**config.mk**
```make
export PLATFORM = sky130hd
export DESIGN_NAME = timer_deadline_queue
export DESIGN_NICKNAME = d
export VERILOG_FILES = /design/src/hdl/tdq_pkg.sv /design/src/hdl/tdq_ctrl.sv /design/src/hdl/tdq_datapath.sv /design/src/hdl/timer_deadline_queue.sv
export SDC_FILE = /design/constraint.sdc
export NUM_CORES = 2
export LEC_CHECK = 0
export BUFFER_PORTS_ARGS = -buffer_cell sky130_fd_sc_hd__buf_2
export CORE_UTILIZATION = 60
export DETAILED_ROUTE_END_ITERATION = 6
export GPL_ROUTABILITY_DRIVEN = 1
export PLACE_DENSITY = 0.82
export REMOVE_ABC_BUFFERS = 1
export SLEW_MARGIN = 20
export SYNTH_ARGS = -nofsm -noshare
export SYNTH_HDL_FRONTEND = slang
export SYNTH_SLANG_ARGS = --single-unit
export TNS_END_PERCENT = 20
```
**constraint.sdc**
```tcl
create_clock -name clk -period 11.88 [get_ports clk]
set_input_delay 0.594 -clock clk [delete_from_list [all_inputs] [get_ports clk]]
set_output_delay 0.594 -clock clk [all_outputs]
set_load 0.05 [all_outputs]
```
**src/hdl/tdq_pkg.sv**
```systemverilog
`timescale 1ns / 1ps
// ----------------------------------------------------------------------------
// tdq_pkg: shared types and constants of the timer deadline queue
// Command and result codes, field widths, and the controller/datapath links.
// ----------------------------------------------------------------------------
package tdq_pkg;

	// number of timer slots by default
	localparam int TQ_TIMERS = 32;
	// most expiry beats one tick may emit
	localparam int MAX_OUT = 32;
	// deciseconds per second
	localparam int DSEC_PER_SEC = 10;

	localparam int CMD_W   = 2;
	localparam int ID_W    = 5;
	localparam int DELAY_W = 20;
	localparam int SEC_W   = 32;
	localparam int KIND_W  = 2;
	// deadline width in deciseconds
	localparam int DL_W    = 36;
	// emit counter width, holds MAX_OUT itself
	localparam int EC_W    = $clog2(MAX_OUT + 1);

	typedef enum logic [CMD_W-1:0] {
		OP_ADD     = 2'd0,
		OP_ADVANCE = 2'd1,
		OP_CANCEL  = 2'd2,
		OP_TICK    = 2'd3
	} tdq_op_t;

	typedef enum logic [KIND_W-1:0] {
		KIND_REPLY  = 2'd0,
		KIND_EXPIRE = 2'd1,
		KIND_NONE   = 2'd2
	} tdq_kind_t;

	typedef enum logic [2:0] {
		ST_IDLE,
		ST_DISPATCH,
		ST_EXEC,
		ST_SCAN,
		ST_DECIDE
	} tdq_state_t;

	// controller to datapath
	typedef struct packed {
		logic cap_in;     // latch the accepted input beat
		logic exec;       // apply add, advance or cancel and load the reply
		logic scan_start; // rewind the table scan
		logic scan_step;  // read one entry and fold it into the best pick
		logic take_best;  // disarm the best pick and hold it as pending
		logic emit_pend;  // load the pending expiry into the output register
		logic emit_last;  // last flag for emit_pend
		logic emit_none;  // load the nothing-expired beat
	} tdq_cmd_t;

	// datapath to controller
	typedef struct packed {
		logic is_tick;
		logic scan_done;
		logic best_valid;
		logic pend_valid;
		logic count_last;
		logic out_free;
	} tdq_sts_t;

endpackage

```
**src/hdl/tdq_ctrl.sv**
```systemverilog
`timescale 1ns / 1ps
// ----------------------------------------------------------------------------
// tdq_ctrl: sequencer of the timer deadline queue
// Accepts one input beat at a time, runs command updates and the repeated
// earliest-deadline scans of a tick, and paces loads of the output register.
// ----------------------------------------------------------------------------
module tdq_ctrl (
	input  logic              clk,
	input  logic              arst_n,
	input  logic              in_valid,
	output logic              in_ready,
	output tdq_pkg::tdq_cmd_t ctl,
	input  tdq_pkg::tdq_sts_t sts
);
	import tdq_pkg::*;

	tdq_state_t state_q, state_d;

	// hold state
	always_ff @(posedge clk or negedge arst_n) begin
		if (!arst_n) begin
			state_q <= ST_IDLE;
		end else begin
			state_q <= state_d;
		end
	end

	// next state
	always_comb begin
		state_d = state_q;
		unique case (state_q)
			ST_IDLE: begin
				if (in_valid) state_d = ST_DISPATCH;
			end
			ST_DISPATCH: begin
				state_d = sts.is_tick ? ST_SCAN : ST_EXEC;
			end
			ST_EXEC: begin
				if (sts.out_free) state_d = ST_IDLE;
			end
			ST_SCAN: begin
				if (sts.scan_done) state_d = ST_DECIDE;
			end
			ST_DECIDE: begin
				if (sts.best_valid && !sts.pend_valid) begin
					state_d = sts.count_last ? ST_DECIDE : ST_SCAN;
				end else if (!sts.best_valid && sts.out_free) begin
					state_d = ST_IDLE;
				end
			end
			default: state_d = ST_IDLE;
		endcase
	end

	// outputs
	always_comb begin
		ctl      = '0;
		in_ready = 1'b0;
		unique case (state_q)
			ST_IDLE: begin
				in_ready   = 1'b1;
				ctl.cap_in = in_valid;
			end
			ST_DISPATCH: begin
				ctl.scan_start = sts.is_tick;
			end
			ST_EXEC: begin
				ctl.exec = sts.out_free;
			end
			ST_SCAN: begin
				ctl.scan_step = 1'b1;
			end
			ST_DECIDE: begin
				if (sts.best_valid && !sts.pend_valid) begin
					// disarm the pick; rescan unless the beat budget is spent
					ctl.take_best  = 1'b1;
					ctl.scan_start = !sts.count_last;
				end else if (sts.pend_valid) begin
					// pending goes out; last once nothing else follows
					ctl.emit_pend = sts.out_free;
					ctl.emit_last = !sts.best_valid;
				end else begin
					ctl.emit_none = sts.out_free;
				end
			end
			default: ;
		endcase
	end

endmodule

```
**src/hdl/tdq_datapath.sv**
```systemverilog
`timescale 1ns / 1ps
// ----------------------------------------------------------------------------
// tdq_datapath: timer table, deadline memory, scan and output register
// Armed flags in flops, deadlines in a one-port-read memory, a sequential
// minimum search over the table and the registered result beat.
// ----------------------------------------------------------------------------
module tdq_datapath #(
	parameter int TIMERS = tdq_pkg::TQ_TIMERS
) (
	input  logic                         clk,
	input  logic                         arst_n,
	input  tdq_pkg::tdq_cmd_t            ctl,
	output tdq_pkg::tdq_sts_t            sts,
	input  logic [tdq_pkg::CMD_W-1:0]    cmd,
	input  logic [tdq_pkg::ID_W-1:0]     timer_id,
	input  logic [tdq_pkg::DELAY_W-1:0]  delay,
	input  logic [tdq_pkg::SEC_W-1:0]    now_seconds,
	output logic                         out_valid,
	input  logic                         out_ready,
	output logic [tdq_pkg::KIND_W-1:0]   kind,
	output logic                         ok,
	output logic [tdq_pkg::ID_W-1:0]     expired_id,
	output logic                         wake_needed,
	output logic                         last
);
	import tdq_pkg::*;

	localparam int IW = (TIMERS > 1) ? $clog2(TIMERS) : 1;
	localparam int CW = $clog2(TIMERS + 1);

	// captured command
	tdq_op_t             cmd_q;
	logic [ID_W-1:0]     id_q;
	logic [DELAY_W-1:0]  delay_q;
	// current second in deciseconds
	logic [DL_W-1:0]     nowd_q;
	logic [DL_W-1:0]     now_in_d;

	logic [TIMERS-1:0]   armed_q;
	logic [DL_W-1:0]     dl_mem [TIMERS];

	// scan
	logic [CW-1:0]       rd_idx_q;
	logic [IW-1:0]       rd_addr;
	logic                rd_en;
	logic                vld_s1;
	logic [IW-1:0]       idx_s1;
	logic [DL_W-1:0]     dl_s1;
	logic                cand;
	logic                best_valid_q;
	logic [IW-1:0]       best_id_q;
	logic [DL_W-1:0]     best_dl_q;
	logic                pend_valid_q;
	logic [IW-1:0]       pend_id_q;
	logic [EC_W-1:0]     emit_cnt_q;

	// command evaluation
	logic                id_ok;
	logic [IW-1:0]       slot;
	logic [DL_W-1:0]     new_dl;
	logic                exec_ok;
	logic                exec_wr;
	logic                exec_wake;

	// output register
	logic                out_valid_q;
	logic [KIND_W-1:0]   kind_q;
	logic                ok_q;
	logic [ID_W-1:0]     id_out_q;
	logic                wake_q;
	logic                last_q;
	logic                out_free;

	// now_seconds * 10 as shift and add
	assign now_in_d = {1'b0, now_seconds, 3'b000} + {3'b000, now_seconds, 1'b0};

	// latch the input beat; a tick loads the time base
	always_ff @(posedge clk or negedge arst_n) begin
		if (!arst_n) begin
			nowd_q <= '0;
		end else if (ctl.cap_in && tdq_op_t'(cmd) == OP_TICK) begin
			nowd_q <= now_in_d;
		end
	end

	always_ff @(posedge clk) begin
		if (ctl.cap_in) begin
			cmd_q   <= tdq_op_t'(cmd);
			id_q    <= timer_id;
			delay_q <= delay;
		end
	end

	// decode add, advance and cancel
	assign id_ok     = {{(32 - ID_W){1'b0}}, id_q} < TIMERS;
	assign slot      = IW'(id_q);
	assign new_dl    = nowd_q + {{(DL_W - DELAY_W){1'b0}}, delay_q};
	// deadline before the next check reduces to delay below one second
	assign exec_wake = delay_q < DELAY_W'(DSEC_PER_SEC);

	always_comb begin
		exec_ok = 1'b0;
		exec_wr = 1'b0;
		if (id_ok) begin
			case (cmd_q)
				OP_ADD: begin
					exec_ok = !armed_q[slot];
					exec_wr = !armed_q[slot];
				end
				OP_ADVANCE: begin
					exec_ok = armed_q[slot];
					exec_wr = armed_q[slot];
				end
				OP_CANCEL: begin
					exec_ok = armed_q[slot];
				end
				default: ;
			endcase
		end
	end

	// update armed flags
	always_ff @(posedge clk or negedge arst_n) begin
		if (!arst_n) begin
			armed_q <= '0;
		end else if (ctl.exec && exec_ok) begin
			armed_q[slot] <= (cmd_q != OP_CANCEL);
		end else if (ctl.take_best) begin
			armed_q[best_id_q] <= 1'b0;
		end
	end

	// deadline memory: one write, one registered read
	assign rd_addr = rd_idx_q[IW-1:0];
	assign rd_en   = ctl.scan_step && (rd_idx_q < CW'(TIMERS));

	always_ff @(posedge clk) begin
		if (ctl.exec && exec_wr) begin
			dl_mem[slot] <= new_dl;
		end
	end

	always_ff @(posedge clk) begin
		if (rd_en) begin
			dl_s1  <= dl_mem[rd_addr];
			idx_s1 <= rd_addr;
		end
	end

	// advance the scan address
	always_ff @(posedge clk or negedge arst_n) begin
		if (!arst_n) begin
			rd_idx_q <= '0;
			vld_s1   <= 1'b0;
		end else begin
			vld_s1 <= rd_en;
			if (ctl.scan_start) begin
				rd_idx_q <= '0;
			end else if (rd_en) begin
				rd_idx_q <= rd_idx_q + 1'b1;
			end
		end
	end

	// keep the earliest expired entry; ascending scan gives ties to the lower id
	assign cand = vld_s1 && armed_q[idx_s1] && (dl_s1 < nowd_q) &&
		(!best_valid_q || (dl_s1 < best_dl_q));

	always_ff @(posedge clk or negedge arst_n) begin
		if (!arst_n) begin
			best_valid_q <= 1'b0;
		end else if (ctl.scan_start || ctl.take_best) begin
			best_valid_q <= 1'b0;
		end else if (cand) begin
			best_valid_q <= 1'b1;
		end
	end

	always_ff @(posedge clk) begin
		if (cand) begin
			best_id_q <= idx_s1;
			best_dl_q <= dl_s1;
		end
		if (ctl.take_best) begin
			pend_id_q <= best_id_q;
		end
	end

	// pending expiry and emit count of the tick
	always_ff @(posedge clk or negedge arst_n) begin
		if (!arst_n) begin
			pend_valid_q <= 1'b0;
			emit_cnt_q   <= '0;
		end else begin
			if (ctl.cap_in) begin
				pend_valid_q <= 1'b0;
				emit_cnt_q   <= '0;
			end else if (ctl.take_best) begin
				pend_valid_q <= 1'b1;
				emit_cnt_q   <= emit_cnt_q + 1'b1;
			end else if (ctl.emit_pend) begin
				pend_valid_q <= 1'b0;
			end
		end
	end

	// output register: load wins over drain
	assign out_free = !out_valid_q || out_ready;

	always_ff @(posedge clk or negedge arst_n) begin
		if (!arst_n) begin
			out_valid_q <= 1'b0;
		end else if (ctl.exec || ctl.emit_pend || ctl.emit_none) begin
			out_valid_q <= 1'b1;
		end else if (out_ready) begin
			out_valid_q <= 1'b0;
		end
	end

	always_ff @(posedge clk) begin
		if (ctl.exec) begin
			kind_q   <= KIND_REPLY;
			ok_q     <= exec_ok;
			id_out_q <= id_q;
			wake_q   <= exec_ok && (cmd_q != OP_CANCEL) && exec_wake;
			last_q   <= 1'b1;
		end else if (ctl.emit_pend) begin
			kind_q   <= KIND_EXPIRE;
			ok_q     <= 1'b1;
			id_out_q <= ID_W'(pend_id_q);
			wake_q   <= 1'b0;
			last_q   <= ctl.emit_last;
		end else if (ctl.emit_none) begin
			kind_q   <= KIND_NONE;
			ok_q     <= 1'b1;
			id_out_q <= '0;
			wake_q   <= 1'b0;
			last_q   <= 1'b1;
		end
	end

	assign out_valid   = out_valid_q;
	assign kind        = kind_q;
	assign ok          = ok_q;
	assign expired_id  = id_out_q;
	assign wake_needed = wake_q;
	assign last        = last_q;

	// status
	assign sts.is_tick    = (cmd_q == OP_TICK);
	assign sts.scan_done  = (rd_idx_q == CW'(TIMERS)) && !vld_s1;
	assign sts.best_valid = best_valid_q;
	assign sts.pend_valid = pend_valid_q;
	assign sts.count_last = (emit_cnt_q == EC_W'(MAX_OUT - 1));
	assign sts.out_free   = out_free;

endmodule

```
**src/hdl/timer_deadline_queue.sv**
```systemverilog
`timescale 1ns / 1ps
// ----------------------------------------------------------------------------
// timer_deadline_queue: one-shot timer table with earliest-deadline expiry
// Add, advance and cancel single timers; a tick emits up to MAX_OUT expired
// timers, earliest deadline first, and disarms each.
// ----------------------------------------------------------------------------
//  channel  direction  handshake            payload
//  in       sink       in_valid / in_ready  cmd, timer_id, delay, now_seconds
//  out      source     out_valid/out_ready  kind, ok, expired_id, wake_needed, last
//
//  A command is captured at accept, then passes the dispatch state and loads its
//  reply into the output register from the exec state; the next beat is taken
//  only after the return to idle. A tick runs one table scan through the single
//  read port of the deadline memory per expired timer, plus one closing scan
//  that is skipped once 32 expiries are out.
//  One input beat is in work at a time; in_ready is high only between beats.
//  A stalled output holds the sequencer before the next result is loaded.
//  Reset clears the armed flags and the time base; deadlines need no clearing.
// ----------------------------------------------------------------------------
module timer_deadline_queue #(
	parameter int TIMERS = tdq_pkg::TQ_TIMERS
) (
	input  logic                         clk,
	input  logic                         arst_n,
	input  logic                         in_valid,
	output logic                         in_ready,
	input  logic [tdq_pkg::CMD_W-1:0]    cmd,
	input  logic [tdq_pkg::ID_W-1:0]     timer_id,
	input  logic [tdq_pkg::DELAY_W-1:0]  delay,
	input  logic [tdq_pkg::SEC_W-1:0]    now_seconds,
	output logic                         out_valid,
	input  logic                         out_ready,
	output logic [tdq_pkg::KIND_W-1:0]   kind,
	output logic                         ok,
	output logic [tdq_pkg::ID_W-1:0]     expired_id,
	output logic                         wake_needed,
	output logic                         last
);
	import tdq_pkg::*;

	tdq_cmd_t ctl;
	tdq_sts_t sts;

	tdq_ctrl u_ctrl (
		.clk      (clk),
		.arst_n   (arst_n),
		.in_valid (in_valid),
		.in_ready (in_ready),
		.ctl      (ctl),
		.sts      (sts)
	);

	tdq_datapath #(
		.TIMERS (TIMERS)
	) u_datapath (
		.clk         (clk),
		.arst_n      (arst_n),
		.ctl         (ctl),
		.sts         (sts),
		.cmd         (cmd),
		.timer_id    (timer_id),
		.delay       (delay),
		.now_seconds (now_seconds),
		.out_valid   (out_valid),
		.out_ready   (out_ready),
		.kind        (kind),
		.ok          (ok),
		.expired_id  (expired_id),
		.wake_needed (wake_needed),
		.last        (last)
	);

endmodule

```
Word level (Yosys, flattened, before mapping):

Memory sizes are Yosys's and may differ from the RTL's. A register that Yosys moved wholly into a read port is not among the register bits.
Index checks and enable logic that the tools add are counted.

* bitwise gates (word level): 2
* reductions and logical operators: 38
* muxes and demuxes: 57
* equal/unequal tests: 15
* add/sub/neg operators: 4
* order comparisons: 9

Operators by type and width (number)
* $lt 36x36->1: 2
* $mux 32: 2
* $add 35x33->36: 1
* $add 36x20->36: 1
* $and 32x32->32: 1
* $bwmux 32: 1
* $not 32->32: 1
* $mux 1: 30
* $mux 6: 4
* $mux 3: 7
* $lt 20x4->1 const B: 1
* $lt 5x6->1 const B: 3
* $mux 5: 3
* $pmux 3 s5: 1
* $logic_and 1x1->1: 14
* $add 6x1->6 const B: 2
* $reduce_bool 2->1: 6
* $bmux 1 s5: 2
* $demux 1 s5: 2
* $ge 5x1->1 const B: 2
* $eq 2x2->1 const B: 3
* $eq 3x2->1 const B: 2
* $eq 6x5->1 const B: 1
* $eq 6x6->1 const B: 1
* 17 further kinds: 32

* bits of input ports: 63
* memories: 1
* RAM bits: 1152
* output and inout port bits: 12
* bits in registers: 175
* logic and storage cells: 148

Memory list
* u_datapath.dl_mem: words 32, bits a word 36, read ports 1, clocked after Yosys merged registers in 1, wr ports 1, RTL line tdq_datapath.sv:40 `logic [DL_W-1:0] dl_mem [TIMERS];`

Logic depth before layout (Yosys ltp):

* word-level depth: 8
* gate-level depth with buffers: 11
* gate-level depth less buffers: 10

By module:

A second synthesis with hierarchy kept.

* cell total of the unflattened synthesis: 2854
* area, all modules: 56297.7 um^2

Modules (own cells, without submodules)
* tdq_datapath: cells an instance 2816, sequential area each 40363.7 um^2, times used 1, area an instance 55981.2 um^2
* tdq_ctrl: cells an instance 38, sequential area each 75.1 um^2, times used 1, area an instance 316.6 um^2

Least setup slack after synthesis:

OpenSTA, ideal clock, no wires.

* path type: register to register
* start: register u_datapath.dl_s1[17] (read register of u_datapath.dl_mem)
* end: register u_datapath.best_dl_q[0] (enable)
* setup slack: 6465 ps
* data required time: 11366 ps
* path buffers: 0
* period minus slack after synthesis: 5415 ps
* arrival time: 4901 ps
* setup time: 514 ps
* stages on the path, launching flop included: 10
* cell sequence: edfxtp_1 > ha_1 > a21o_1 > a21o_1 > a21oi_1 > nand2_1 > a41oi_1 > a21oi_1 > a31o_2 > a311oi_1

* longest elaborated chain between the ends: 3
* elaborated cells between the ends (all ways): 5
* classes of those cells: order compare (2); reduce/logical (3)

Ends and longest elaborated chain
* from (decl): RTL line tdq_datapath.sv:48 `logic [DL_W-1:0] dl_s1;`
* $lt 36x36->1 (on tied branches): RTL line tdq_datapath.sv:166, tdq_datapath.sv:167
* $logic_and 1x1->1 or $logic_or 1x1->1 (tied branches): RTL line tdq_datapath.sv:166, tdq_datapath.sv:167
* $logic_and 1x1->1 *: RTL line tdq_datapath.sv:166 `assign cand = vld_s1 && armed_q[idx_s1] && (dl_s1 < nowd_q) &&`
* net u_datapath.cand: RTL line tdq_datapath.sv:49 `logic cand;`
* to (signal assigned): RTL line tdq_datapath.sv:182 `best_dl_q <= dl_s1;`
* to (decl): RTL line tdq_datapath.sv:52 `logic [DL_W-1:0] best_dl_q;`

The timed path passes the listed nets; every way through them passes the cells marked *.
A chain may end at the register's enable or synchronous reset.

Final worst setup path:

* start: register u_datapath.id_q[0]
* end: memory u_datapath.dl_mem[3][1] (enable)

* longest elaborated chain between the ends: 7

Ends and longest elaborated chain
* from (decl): RTL line tdq_datapath.sv:33 `logic [ID_W-1:0] id_q;`
* from (signal assigned): RTL line tdq_datapath.sv:89 `id_q <= timer_id;`
* $bmux 1 s5: RTL line tdq_datapath.sv:108, tdq_datapath.sv:112
* $mux 1 (implied by the code): RTL line tdq_datapath.sv:108, tdq_datapath.sv:112
* $logic_not 1->1: RTL line tdq_datapath.sv:108 `exec_wr = !armed_q[slot];`
* $pmux 1 s2: RTL line tdq_datapath.sv:105 `case (cmd_q)`
* $logic_and 1x1->1: RTL line tdq_datapath.sv:138 `if (ctl.exec && exec_wr) begin`
* $mux 1: RTL line tdq_datapath.sv:138
* $mux 1 (implied by the code): RTL line tdq_datapath.sv:139 `dl_mem[slot] <= new_dl;`
* to (decl): RTL line tdq_datapath.sv:40

Several ways; a longest one is shown, not always the timed one. The select of a mux whose other input is x is not followed.

==> out/metrics.csv <==
metric,value,unit
ys_types,72,
pwr-share-seq,45.7,%
ys.flop_type,edfxtp_1,
grt-ovfl-total,0,
drtIter0Drc,5436,
io_pins,75,
r2r_cells,9,
routedWlPerCell,39.04,um
antenna_found_initial,16,
cp_data_required_time,12280,ps
combPwrFrac,25.7,%
cp.arrival,5250,ps
vdd_drop_max,0.0001897,V
cts_setup_buffers,0,
total_power,14.83,mW
yosys_warnings,0,
core_area,93330,sq um
num_rows,112,
final_area,63520,sq um
slew_viol_final,0,
finalSetupViolCount,0,
clkTransAtPathRegs,60,ps
grt_util_all_layers,35.99,%
place_congestion,0.9106,
cts.path.max_buffers,3,
cts_root_buf,clkbuf_16,
fp.dieW,308.9,um
dr.pass1.iters,7,
rsz0062_at_grt,false,
cp_max_fo,20,
place_inst,4168,
drt_wl_total,172600,um
clock_latency,760,ps
critPathSlowestCell,nor2_4,
netlist_area,56500,sq um
crit_start,u_datapath.id_q[0],
netSwitchingFraction,31.39,%
status,finished with violations,
relSlewSlack,15.81,%
grt_max_degree,151,
drv_cap,0,
path_buf_inv,1,
synth_cells,2902,
ctsResizeCount,0,
h-tree-depth,4,
cts_buffers,134,
synth_seq_cells,1362,
syn_avg_cell_area,19.47,sq um
tightestPinTransition,1257,ps
dieArea,95400,sq um
viasPerCell,7.437,
period_share,40.86,%
power_leakage,20.72,nW
ys_seq_area_share,71.57,%
placed_cell_area,58960,sq um
p_clk_share,28.6,%
power_density,233.5,nW/um^2
worstSetupEndpoint,u_datapath.dl_mem[3][1],
worstSetupPathType,flop to flop,
max_stage_delay,1070,ps
drive_above_1_share,26.31,%
hold_class,input port to flop,
r2r_start,u_datapath.id_q[0],
vias,32877,
cp-end-kind,flop,
layout.cells.non_filler,4421,
utilization,68.06,%
fmax,206.0,MHz
fin_skew,42.70,ps
cts_num_sinks,1362,
reg2reg_slack,7030,ps
die_height,308.9,um
synth_edf_count,1273,
syn2layout_area_growth,12.42,%
grt_pass1_vias,32773,
grt_pass1_wl,236500,um
ctsHoldBuffers,1,
path_cells,"or2_2, o221ai_1, o21ai_0, o2111ai_4, mux2i_1, nor2b_1, nand3_1, nor2_4, buf_4",
num-fill-cells,5468,
r2r_end,u_datapath.dl_mem[3][1],
cp-start-kind,flop,
ys_async_sr_fraction,6.314,%
portBuffers,74,
cp_num_cells,9,
place_hpwl,86450,um
layout.nets,3245,
path_delay_family,simple AND/OR/NAND/NOR gates,
cts_tree,done,
violations,DRC,
postRouteAntennaNets,0,
initial_core_util,60.54,%
p_sw,4.656,mW
period_needed,4854,ps
finalHoldViolCount,0,
drc,4,
internal-power,10.18,mW
-- registers in the layout, summed over array words and instances (netlist names), 2 cells and up --
signal and count:
u_datapath.expired_id 5, u_datapath.id_q 5, u_datapath.best_dl_q 36, u_datapath.emit_cnt_q 6
u_datapath.best_id_q 5, u_datapath.rd_idx_q 6, u_datapath.nowd_q 35, u_datapath.dl_s1 36
u_datapath.kind 2, u_datapath.delay_q 20, u_datapath.pend_id_q 5, u_datapath.cmd_q 2
u_datapath.idx_s1 5, u_ctrl.state_q 3, u_datapath.armed_q 32, u_datapath.dl_mem 1152
-- power by group through the flow --
stage | Clock, mW | Sequential (mW) | Combinational [mW]
2_1_floorplan | 0 | 7.05 | 2.50
3_3_place_gp | 0 | 6.89 | 3.10
3_5_place_dp | 0 | 6.89 | 3.38
4_1_cts | 4.22 | 6.80 | 3.53
5_1_grt | 4.40 | 6.79 | 3.96
6_report | 4.24 | 6.78 | 3.81
-- kinds of logic (layout without fill, tap and decap cells) --
kind of cell | Yosys count | count (layout) | share of synthesized area (%)
compound gates | 338 | 338 | 3.999
fa+ha+maj | 127 | 127 | 2.839
flops | 1362 | 1362 | 71.57
mux | 432 | 432 | 15.95
simple gates | 365 | 365 | 3.138
buf+inv | 217 | 473 | 1.555
xor+xnor | 61 | 61 | 0.9456
other cells | 0 | 9 | 0
-- synth_stat cells, drive strengths merged, types with 7 or more instances --
cell / n / area share [%]
xor2: 24 / 0.37
a31oi: 9 / 0.11
a211oi: 13 / 0.17
o31ai: 26 / 0.35
edfxtp: 1273 / 68
and3: 9 / 0.10
o211ai: 11 / 0.15
a21o: 38 / 0.50
nand3b: 12 / 0.16
ha: 125 / 2.8
o21a: 9 / 0.12
o21ai: 78 / 0.70
nor4: 7 / 0.078
nor2b: 8 / 0.089
dfrtp: 86 / 3.8
nand3: 37 / 0.35
inv: 90 / 0.60
nand2b: 18 / 0.22
a21oi: 73 / 0.65
nor3: 27 / 0.24
nor2: 96 / 0.64
xnor2: 37 / 0.57
mux2: 38 / 0.76
or3: 10 / 0.11
nand4: 20 / 0.22
buf: 48 / 0.43
o221ai: 31 / 0.48
nand2: 103 / 0.70
mux2i: 24 / 0.45
mux4: 370 / 15
o22ai: 9 / 0.10
clkbuf: 79 / 0.52
-- per-stage QoR --
step                hold slack (ps)  setup TNS (ps)  worst slack (ps)
finish                        27.94               0              7026
global route                  18.79               0              6945
CTS                           9.280               0              6918
detailed placement            449.8               0              7052
global placement              439.2               0              7146
floorplan                     298.4          -28040            -749.0
-- cells in the final DEF (no fill, tap or decap), types with 70 or more instances in the layout --
master        n
edfxtp_1   1273
mux4_2      370
clkbuf_16   135
ha_1        125
nand2_1     100
inv_1        90
dfrtp_1      81
a21oi_1      73
buf_2        73
o21ai_0      70
-- metal layers --
metal	global-route usage (%)	share of wire (%)	vias up	routed length [um]
li1	-	-	12265	-
met1	46.25	32	16521	56040
met2	56.09	47	3322	81040
met3	9.955	14	761	23970
met4	20.22	6.7	8	11490
met5	0	0.028	-	49
-- worst min path at each step --
| stage | startpoint | to | slack (ps) | cells past startpoint |
|---|---|---|---|---|
| after floorplan | arst_n | u_ctrl.state_q[0] | 300 | 0 |
| after global placement | u_datapath.last | u_datapath.last | 440 | 1 |
| after detailed placement | u_datapath.last | u_datapath.last | 450 | 1 |
| after CTS | delay[12] | u_datapath.delay_q[12] | 9 | 1 |
| after global routing | delay[0] | u_datapath.delay_q[0] | 20 | 1 |
| final | delay[0] | u_datapath.delay_q[0] | 30 | 1 |
-- cell type report --
class	instances	area [sq um]	area share, %
Antenna cell	9	22.52	0.03546
Clock buffer	173	3531	5.559
Clock inverter	66	706.9	1.113
Inverter	90	337.8	0.5318
Multi-Input combinational cell	1323	15880	25.00
Sequential cell	1362	40460	63.69
Tap cell	1254	1569	2.470
Timing Repair Buffer	144	1017	1.601
-- worst register-to-register path, delay by kind of cell, from the launching register on --
kind	cells	cell delay (ps)
flip-flops	1	700
buffers and inverters	1	500
multiplexers	1	140
AO/OA/AOI/OAI	3	700
AND/OR/NAND/NOR	4	2480
No activity file was read; power rests on OpenSTA's default activity.
